`src/rtl/utd_pkg.sv`:
```
package utd_pkg;

   localparam int unsigned ByteW  = 8;
   localparam int unsigned AccW   = 31;
   localparam int unsigned GrpW   = 32;
   localparam int unsigned CountW = 3;

   localparam logic [CountW-1:0] EmitTwo   = 3'd2;
   localparam logic [CountW-1:0] EmitThree = 3'd3;
   localparam logic [CountW-1:0] EmitFour  = 3'd4;
   localparam logic [CountW-1:0] EmitErr   = 3'd1;
   localparam logic [CountW-1:0] MaxLeft   = 3'd5;

   typedef struct packed {
      logic [AccW-1:0]   accum;
      logic [CountW-1:0] left;
      logic [CountW-1:0] emit;
   } utd_state_type;

   // one decoded result group: up to four big-endian bytes
   typedef struct packed {
      logic              valid;
      logic              bad;
      logic [CountW-1:0] cnt;
      logic [GrpW-1:0]   data;
   } utd_grp_type;

endpackage

```
`src/rtl/utf8_to_ucs_byte_decoder.sv`:
```
// UTF-8 to big-endian UCS byte decoder. One UTF-8 byte enters per word; a completed
// sequence leaves as 2, 3 or 4 code point bytes, most significant first, with tlast on
// the final byte. A bad lead byte, or a string ending mid-sequence, gives a single zero
// byte with tuser set and the decoder starts afresh. Input and output each move one
// word per cycle unless held by rsp_tready back-pressure: continuation bytes that end
// no sequence are taken every cycle, while a completed item waits at the input until
// the last byte of the previous group leaves. A word passes through the input register,
// then the result register, on its way to the output.
module utf8_to_ucs_byte_decoder (
   input  logic       clock,
   input  logic       reset,
   input  logic       req_tvalid,
   output logic       req_tready,
   input  logic [7:0] req_tdata,   // [7:0] in_byte
   input  logic       req_tlast,   // last_in
   output logic       rsp_tvalid,
   input  logic       rsp_tready,
   output logic [7:0] rsp_tdata,   // [7:0] out_byte
   output logic       rsp_tlast,   // run_last
   output logic       rsp_tuser    // bad_seq
);
   import utd_pkg::*;

   logic          in_valid_ff, in_valid_in;
   logic [7:0]    in_byte_ff, in_byte_in;
   logic          in_last_ff, in_last_in;
   utd_state_type st_ff, st_in, st_nxt;
   utd_grp_type   dec_grp;
   logic          grp_valid_ff, grp_valid_in;
   logic          bad_ff, bad_in;
   logic [CountW-1:0] rem_ff, rem_in;
   logic [GrpW-1:0]   data_ff, data_in;
   logic          out_go, grp_free, in_go, req_go;
   logic [1:0]    sel;

   utd_decode u_decode (
      .in_byte (in_byte_ff),
      .last_in (in_last_ff),
      .cur     (st_ff),
      .nxt     (st_nxt),
      .grp     (dec_grp)
   );

   assign out_go     = rsp_tvalid && rsp_tready;
   assign grp_free   = !grp_valid_ff || (out_go && rem_ff == 3'd1);
   assign in_go      = in_valid_ff && (grp_free || !dec_grp.valid);
   assign req_tready = !in_valid_ff || in_go;
   assign req_go     = req_tvalid && req_tready;

   assign sel        = rem_ff[1:0] - 2'd1;
   assign rsp_tvalid = grp_valid_ff;
   assign rsp_tdata  = data_ff[sel*ByteW +: ByteW];
   assign rsp_tlast  = rem_ff == 3'd1;
   assign rsp_tuser  = bad_ff;

   always_comb begin
      in_valid_in = in_valid_ff;
      in_byte_in  = in_byte_ff;
      in_last_in  = in_last_ff;
      if (in_go) begin
         in_valid_in = 1'b0;
      end
      if (req_go) begin
         in_valid_in = 1'b1;
         in_byte_in  = req_tdata;
         in_last_in  = req_tlast;
      end
   end

   always_comb begin
      st_in        = in_go ? st_nxt : st_ff;
      grp_valid_in = grp_valid_ff;
      rem_in       = rem_ff;
      bad_in       = bad_ff;
      data_in      = data_ff;
      if (out_go) begin
         rem_in = rem_ff - 3'd1;
         if (rem_ff == 3'd1) begin
            grp_valid_in = 1'b0;
         end
      end
      if (in_go && dec_grp.valid) begin
         grp_valid_in = 1'b1;
         rem_in       = dec_grp.cnt;
         bad_in       = dec_grp.bad;
         data_in      = dec_grp.data;
      end
   end

   always_ff @(posedge clock) begin
      if (reset) begin
         in_valid_ff  <= 1'b0;
         grp_valid_ff <= 1'b0;
         st_ff        <= '0;
         rem_ff       <= '0;
      end else begin
         in_valid_ff  <= in_valid_in;
         grp_valid_ff <= grp_valid_in;
         st_ff        <= st_in;
         rem_ff       <= rem_in;
      end
   end

   always_ff @(posedge clock) begin
      in_byte_ff <= in_byte_in;
      in_last_ff <= in_last_in;
      bad_ff     <= bad_in;
      data_ff    <= data_in;
   end

`ifndef NO_ASSERTIONS
   a_rem_range: assert property (@(posedge clock) disable iff (reset)
      grp_valid_ff |-> (rem_ff != 3'd0 && rem_ff <= EmitFour))
      else $error("result group with bad byte count");

   a_bad_single: assert property (@(posedge clock) disable iff (reset)
      (grp_valid_ff && bad_ff) |-> rem_ff == 3'd1)
      else $error("error result longer than one word");

   a_left_range: assert property (@(posedge clock) disable iff (reset)
      st_ff.left <= MaxLeft)
      else $error("continuation count out of range");

   a_no_overwrite: assert property (@(posedge clock) disable iff (reset)
      (grp_valid_ff && !out_go) |=> ($stable(data_ff) && $stable(rem_ff)))
      else $error("pending result group overwritten");
`endif

endmodule

```
`src/rtl/utd_decode.sv`:
```
module utd_decode (
   input  logic [7:0]             in_byte,
   input  logic                   last_in,
   input  utd_pkg::utd_state_type cur,
   output utd_pkg::utd_state_type nxt,
   output utd_pkg::utd_grp_type   grp
);
   import utd_pkg::*;

   utd_grp_type   err_grp;
   utd_state_type clr;
   logic [AccW-1:0]   shifted;
   logic [CountW-1:0] left_dec;

   assign err_grp  = '{valid: 1'b1, bad: 1'b1, cnt: EmitErr, data: '0};
   assign clr      = '0;
   assign shifted  = {cur.accum[AccW-7:0], in_byte[5:0]};
   assign left_dec = cur.left - 3'd1;

   always_comb begin
      nxt = cur;
      grp = '0;
      if (cur.left == '0) begin
         case (in_byte) inside
            8'b0???????: begin
               grp = '{valid: 1'b1, bad: 1'b0, cnt: EmitTwo,
                       data: {{(GrpW-ByteW){1'b0}}, in_byte}};
               nxt = clr;
            end
            8'b110?????: nxt = '{accum: AccW'(in_byte[4:0]), left: 3'd1, emit: EmitTwo};
            8'b1110????: nxt = '{accum: AccW'(in_byte[3:0]), left: 3'd2, emit: EmitTwo};
            8'b11110???: nxt = '{accum: AccW'(in_byte[2:0]), left: 3'd3, emit: EmitThree};
            8'b111110??: nxt = '{accum: AccW'(in_byte[1:0]), left: 3'd4, emit: EmitFour};
            8'b1111110?: nxt = '{accum: AccW'(in_byte[0]),   left: 3'd5, emit: EmitFour};
            default: begin
               grp = err_grp;
               nxt = clr;
            end
         endcase
         if (!in_byte[7] == 1'b0 && last_in) begin
            grp = err_grp;
            nxt = clr;
         end
      end else begin
         nxt.accum = shifted;
         nxt.left  = left_dec;
         if (left_dec != '0) begin
            if (last_in) begin
               grp = err_grp;
               nxt = clr;
            end
         end else begin
            grp.valid = 1'b1;
            grp.bad   = 1'b0;
            grp.data  = {1'b0, shifted};
            grp.cnt   = (cur.emit == EmitThree || cur.emit == EmitFour) ? cur.emit : EmitTwo;
            nxt       = clr;
         end
      end
   end

endmodule
```
`config.mk`:
```
export PLATFORM = sky130hd
export DESIGN_NAME = utf8_to_ucs_byte_decoder
export DESIGN_NICKNAME = d
export VERILOG_FILES = /design/src/rtl/utd_pkg.sv /design/src/rtl/utf8_to_ucs_byte_decoder.sv /design/src/rtl/utd_decode.sv
export SDC_FILE = /design/constraint.sdc
export NUM_CORES = 1
export LEC_CHECK = 0
export BUFFER_PORTS_ARGS = -buffer_cell sky130_fd_sc_hd__buf_2
export CORE_MARGIN = 3
export CORE_UTILIZATION = 45
export CTS_BUF_LIST = sky130_fd_sc_hd__clkbuf_4 sky130_fd_sc_hd__clkbuf_8
export CTS_CLUSTER_DIAMETER = 80
export DETAILED_ROUTE_END_ITERATION = 7
export GPL_TIMING_DRIVEN = 0
export RECOVER_POWER = 25
export SYNTH_ARGS = -nofsm -noshare
export SYNTH_HDL_FRONTEND = slang
export SYNTH_SLANG_ARGS = --single-unit
```
`constraint.sdc`:
```
create_clock -name clock -period 5.79 [get_ports clock]
set_input_delay 0.2895 -clock clock [delete_from_list [all_inputs] [get_ports clock]]
set_output_delay 0.2895 -clock clock [all_outputs]
set_load 0.005 [all_outputs]
```
==> flow_summary.json, run 1 <==
{
  "pre_cts_ws_ns": 2.82,
  "clkSinkCount": 77,
  "grt_pass1_vias": 2193,
  "rsz0062_at_grt": "no",
  "cts_tree": "done",
  "maxSlewViolCount": 0,
  "synth_edf_count": 41,
  "use_met3_pct": 2.92,
  "whs_ns": 0.102,
  "setup_viol": 0,
  "detail-route-antenna-nets": 0,
  "vias": 2239,
  "numPortBuffers": 23,
  "track_usage_pct": 17.8,
  "drc": 0,
  "cts-root-buf": "clkbuf_8",
  "p_per_area_nw_per_um2": 313,
  "hold_buffers": 0,
  "synth_commonest_cells": "edfxtp_1, dfxtp_1, and2_1, a22o_1, nor2_1",
  "drive_gt1_share_pct": 18.2,
  "die_height_um": 93.0,
  "viasPerCell": 5.43,
  "clkTransAtPathRegs_ns": 0.09,
  "final.min_clock_period_ns": 3.19,
  "hpwl_um": 4940,
  "cts_resized": 0,
  "start_util_pct": 46.7,
  "p_clk_share_pct": 35.8,
  "clock_latency_ns": 0.36,
  "cp.required_ns": 5.50,
  "ys_ff_latch": 77,
  "crit_arrival_ns": 2.90,
  "grtUsageMet1_pct": 23.7,
  "synth.avg_cell_area_um2": 12.4,
  "grt_max_degree": 33,
  "htree_num_levels": 3,
  "antenna_found_initial": 0,
  "slew-limit-headroom_pct": 21.3,
  "synth_top_flop_cell": "edfxtp_1",
  "stdcell_count": 412,
  "synth.area.top_cells": "edfxtp_1, dfxtp_1, a22o_1",
  "drtIter0Drc": 102,
  "numCtsBuffers": 9,
  "fillers": 697,
  "yosys_warnings": 0,
  "switching_power_mw": 0.323,
  "final_util_pct": 52.2,
  "grt_busiest_layer": "met2",
  "worstMarginPinSlew_ns": 1.18,
  "synth_top_area_share_pct": 36.2,
  "fmax_ghz": 0.313,
  "routedWlPerCell_um": 16.8,
  "drv_cap": 0,
  "yosysSeqAreaShare_pct": 57.4,
  "ioPinCount": 25,
  "switching_share_pct": 27.0,
  "synth_cell_types": 49,
  "design_area_um2": 3810,
  "num-nets-final": 326,
  "critPathMaxFanout": 10,
  "grt_pass1_wl_um": 11500,
  "core_region_area_um2": 7290,
  "pwr-share-comb_pct": 12.8,
  "die-area_um2": 8640,
  "fin_crit_sh_pct": 55.1,
  "p_int_mw": 0.871,
  "synth_area_leader_cell": "edfxtp_1",
  "cp-start-kind": "flop",
  "skew_ns": 0.0135,
  "use_met2_pct": 27.8,
  "vdd_drop_max_v": 0.000145,
  "p_leak_nw": 1.39,
  "synth.cell_area_um2": 3400,
  "syn-num-nets": 292,
  "area_delta_synth_final_pct": 11.9,
  "timing.final.hold_violations": 0,
  "die_x_um": 93.0,
  "num_rows": 31,
  "n_antenna_cell": 0,
  "p_total_mw": 1.19,
  "hp-class": "in2reg",
  "status": "complete, no violations",
  "fin_setup_tns_ns": 0,
  "seqPwrFrac_pct": 51.4,
  "syn_inst": 274,
  "place.gp.congestion": 0.799,
  "fin_ws_ns": 2.60,
  "grt-ovfl-total": 0,
  "async_flop_share_pct": 0,
  "routed_wl_um": 6900,
  "worstSetupPathType": "reg2out",
  "place_area_um2": 3640,
  "cts_setup_buffers": 0,
  "dp.cells": 396,
  "yosysMostFrequentCell": "edfxtp_1",
  "endpoint_kind": "primary output",
  "cts_buffer_depth": 2,
  "drtPass1Iterations": 4
}
[cell families (layout without fill, tap and decap cells)]
logic type / Yosys count / in the layout / share of synthesized area (%)
simple gates: 83 / 83 / 13.2
flops: 77 / 77 / 57.4
compound gates: 69 / 69 / 17.1
buf+inv: 25 / 64 / 3.60
mux: 13 / 13 / 6.40
fa+ha+maj: 5 / 5 / 1.84
xor+xnor: 2 / 2 / 0.515
[cell type report]
cell class / instances / area [µm²] / area share [%]
Buffer: 15 / 83.8 / 2.20
Tap cell: 99 / 124 / 3.25
Timing Repair Buffer: 23 / 114 / 2.99
Clock inverter: 7 / 82.6 / 2.17
Multi-Input combinational cell: 172 / 1290 / 33.9
Sequential cell: 77 / 1950 / 51.2
Inverter: 10 / 37.5 / 0.986
Clock buffer: 9 / 124 / 3.25
[placed cells by master, fill, tap and decap left out, types with 3 or more instances in the layout]
cell type / n
mux4_2: 7
a22o_1: 21
o211ai_1: 5
ha_1: 5
nor2_1: 16
and2_0: 3
dfxtp_1: 36
clkbuf_1: 9
a21oi_1: 14
edfxtp_1: 41
a21boi_0: 3
buf_2: 26
clkbuf_8: 9
inv_1: 10
nand2_1: 14
nand3_1: 4
o21ai_0: 5
and2_1: 22
a31oi_1: 4
nand2b_1: 3
nor2b_1: 9
mux2i_1: 6
buf_6: 3
[sequential cells by signal, indices dropped and copies added (netlist names)]
name and flops:
in_last_ff 1, rsp_tuser 1, rem_ff 3, st_ff 31, in_valid_ff 1, rsp_tvalid 1, data_ff 31, in_byte_ff 8
[power groups by stage]
| stage | combinational [mW] | sequential (mW) | clock [mW] |
|---|---|---|---|
| 6_report | 0.152 | 0.613 | 0.427 |
| 5_1_grt | 0.171 | 0.617 | 0.456 |
| 4_1_cts | 0.161 | 0.614 | 0.433 |
| 3_5_place_dp | 0.161 | 0.627 | 0 |
| 3_3_place_gp | 0.159 | 0.625 | 0 |
| 2_1_floorplan | 0.112 | 0.622 | 0 |
[per-layer routing]
| layer | routed length (µm) | share of wire, % | vias to the layer above |
|---|---|---|---|
| li1 | - | - | 1096 |
| met1 | 3140 | 46 | 1077 |
| met2 | 3300 | 48 | 53 |
| met3 | 260 | 3.8 | 13 |
| met4 | 198 | 2.9 | 0 |
| met5 | 0 | 0 | - |
[path summary, 6_finish.rpt]
| path | from | to | slack (ns) | cells after the start |
|---|---|---|---|---|
| setup / recovery | rem_ff[0] | rsp_tdata[0] | 2.60 | 6 |
| hold reg to reg | st_ff[7] | st_ff[7] | 0.48 | 2 |
| hold / removal | req_tdata[3] | in_byte_ff[3] | 0.10 | 1 |
| setup reg to reg | st_ff[3] | data_ff[7] | 2.83 | 6 |
[critical path: stages (launching register included)]
cell,delay (ns)
dfxtp_1,0.34
clkbuf_1,0.53
inv_1,0.28
ha_1,0.35
clkbuf_1,0.49
mux4_2,0.40
buf_2,0.14
(Power assumes the default switching activity.)
==> inputs of run 2 (changes only) <==
clock period = 2.75 ns   (was 5.79 ns; I/O delays follow)
==> flow_summary.json, run 2 (synthesis gave the netlist of run 1 again) <==
{
  "reg2regPathDepth": 6,
  "drtIter0Drc": 114,
  "setup_viol": 0,
  "die_x_um": 93.0,
  "drtPass1Iterations": 4,
  "endpoint_kind": "flop",
  "cp.required_ns": 2.74,
  "grt_max_degree": 33,
  "routedWlPerCell_um": 17.0,
  "skew_ns": 0.0126,
  "final_cell_mix": "edfxtp_1, dfxtp_1, buf_2, and2_1, a22o_1",
  "timing.final.hold_violations": 0,
  "status": "complete, no violations",
  "drc": 0,
  "fin_ws_ns": 0.209,
  "r2r-end": "data_ff[23]",
  "clkSinkCount": 77,
  "critPathMaxFanout": 16,
  "hpwl_um": 4940,
  "htree_num_levels": 3,
  "die-area_um2": 8640,
  "routed_wl_um": 7160,
  "numCtsBuffers": 9,
  "n_antenna_cell": 0,
  "reg.largest.list": "data_ff: 31 flops, st_ff: 31 flops, in_byte_ff: 8 flops",
  "cp-startpoint": "st_ff[3]",
  "antenna_found_initial": 0,
  "drv_cap": 0,
  "fin_setup_tns_ns": 0,
  "drive_gt1_share_pct": 19.3,
  "viasPerCell": 5.42,
  "track_usage_pct": 18.0,
  "ioPinCount": 25,
  "vias": 2283,
  "maxSlewViolCount": 0,
  "slew-limit-headroom_pct": 50.9,
  "cts_tree": "done",
  "clock_latency_ns": 0.36,
  "fmax_ghz": 0.394,
  "final.min_clock_period_ns": 2.54,
  "place.gp.congestion": 0.799,
  "grt_pass1_vias": 2240,
  "grt-ovfl-total": 0,
  "cp-start-kind": "flop",
  "vdd_drop_max_v": 0.000305,
  "cts_buffer_depth": 2,
  "start_util_pct": 46.7,
  "reg2reg_from": "st_ff[3]",
  "num-nets-final": 335,
  "num_rows": 31,
  "reg2reg_slack_ns": 0.21,
  "p_leak_nw": 1.42,
  "hp-class": "in2reg",
  "numPortBuffers": 23,
  "p_per_area_nw_per_um2": 646,
  "detail-route-antenna-nets": 0,
  "clkTransAtPathRegs_ns": 0.09,
  "setup.worst_path.end": "data_ff[23]",
  "rsz0062_at_grt": "no",
  "grt_pass1_wl_um": 11700,
  "worstMarginPinSlew_ns": 0.733,
  "crit_arrival_ns": 2.54,
  "area_delta_synth_final_pct": 15.1,
  "pre_cts_ws_ns": -0.124,
  "worstSetupPathType": "reg2reg",
  "fin_crit_sh_pct": 92.4,
  "die_height_um": 93.0,
  "core_region_area_um2": 7290,
  "final_common_cell": "edfxtp_1",
  "cts-root-buf": "clkbuf_8"
}
[run 2: cell types whose count changed in the layout (fill, tap and decap cells not counted), sizes merged]
cell         before  now
inv              13   12
clkinvlp          2    4
dlygate4sd3       0    9
clkbuf           18   17
[run 2: routing by layer]
layer	vias to the layer above	track usage [%]	share of wire [%]
li1	1114	-	-
met1	1112	23.4	45
met2	44	29.0	49
met3	13	2.92	2.6
met4	0	9.40	2.9
met5	-	0	0
[run 2: through the flow]
step | hold slack (ns) | instances | total power, mW | util, % | area [µm²]
2_1_floorplan | 0.236 | 274 | 1.55 | - | 3400
3_3_place_gp | 0.314 | 396 | 1.65 | 49.9 | 3640
3_5_place_dp | 0.316 | 396 | 1.66 | 49.9 | 3640
4_1_cts | 0.0304 | 420 | 2.56 | 54.0 | 3940
5_1_grt | 0.0916 | 421 | 2.63 | 53.7 | 3920
6_report | 0.0557 | 421 | 2.53 | 53.7 | 3920
[run 2: repair_timing]
action / CTS / global route
setup endpoints to repair: 40 / 41
cloned: 0 / 1
hold endpoints to repair: 9 / 0
hold buffers: 9 / 0
resized for setup: 2 / 2
setup buffers: 0 / 0
[run 2: report_power, final]
part	switching, mW	internal [mW]
combinational	0.191	0.147
clock	0.469	0.433
sequential	0.0271	1.26
[run 2: critical path, stage by stage, from the launching register on]
cell and delay, ns:
dfxtp_1 0.35, inv_1 0.09, ha_1 0.30, nor2b_1 0.11, o21ba_4 0.23, o2111ai_2 0.54, clkinvlp_4 0.55
[run 2: cell type report]
type,count,area (µm²)
clock inverter,7,82.6
fill,683,3380
clock buffer,9,124
timing repair inverter,1,7.51
timing repair buffer,32,204
inverter,10,41.3
tap,99,124
multi-input combinational,172,1300
sequential,77,1950
buffer,14,81.3
[run 2: how the worst min path moves through the flow]
stage,cells past startpoint,end,startpoint
global route,3,in_valid_ff,req_tvalid
CTS,3,in_valid_ff,req_tvalid
global placement,1,in_byte_ff[7],req_tdata[7]
floorplan,0,in_byte_ff[0],req_tdata[0]
finish,3,in_valid_ff,req_tvalid
detailed placement,1,in_byte_ff[3],req_tdata[3]
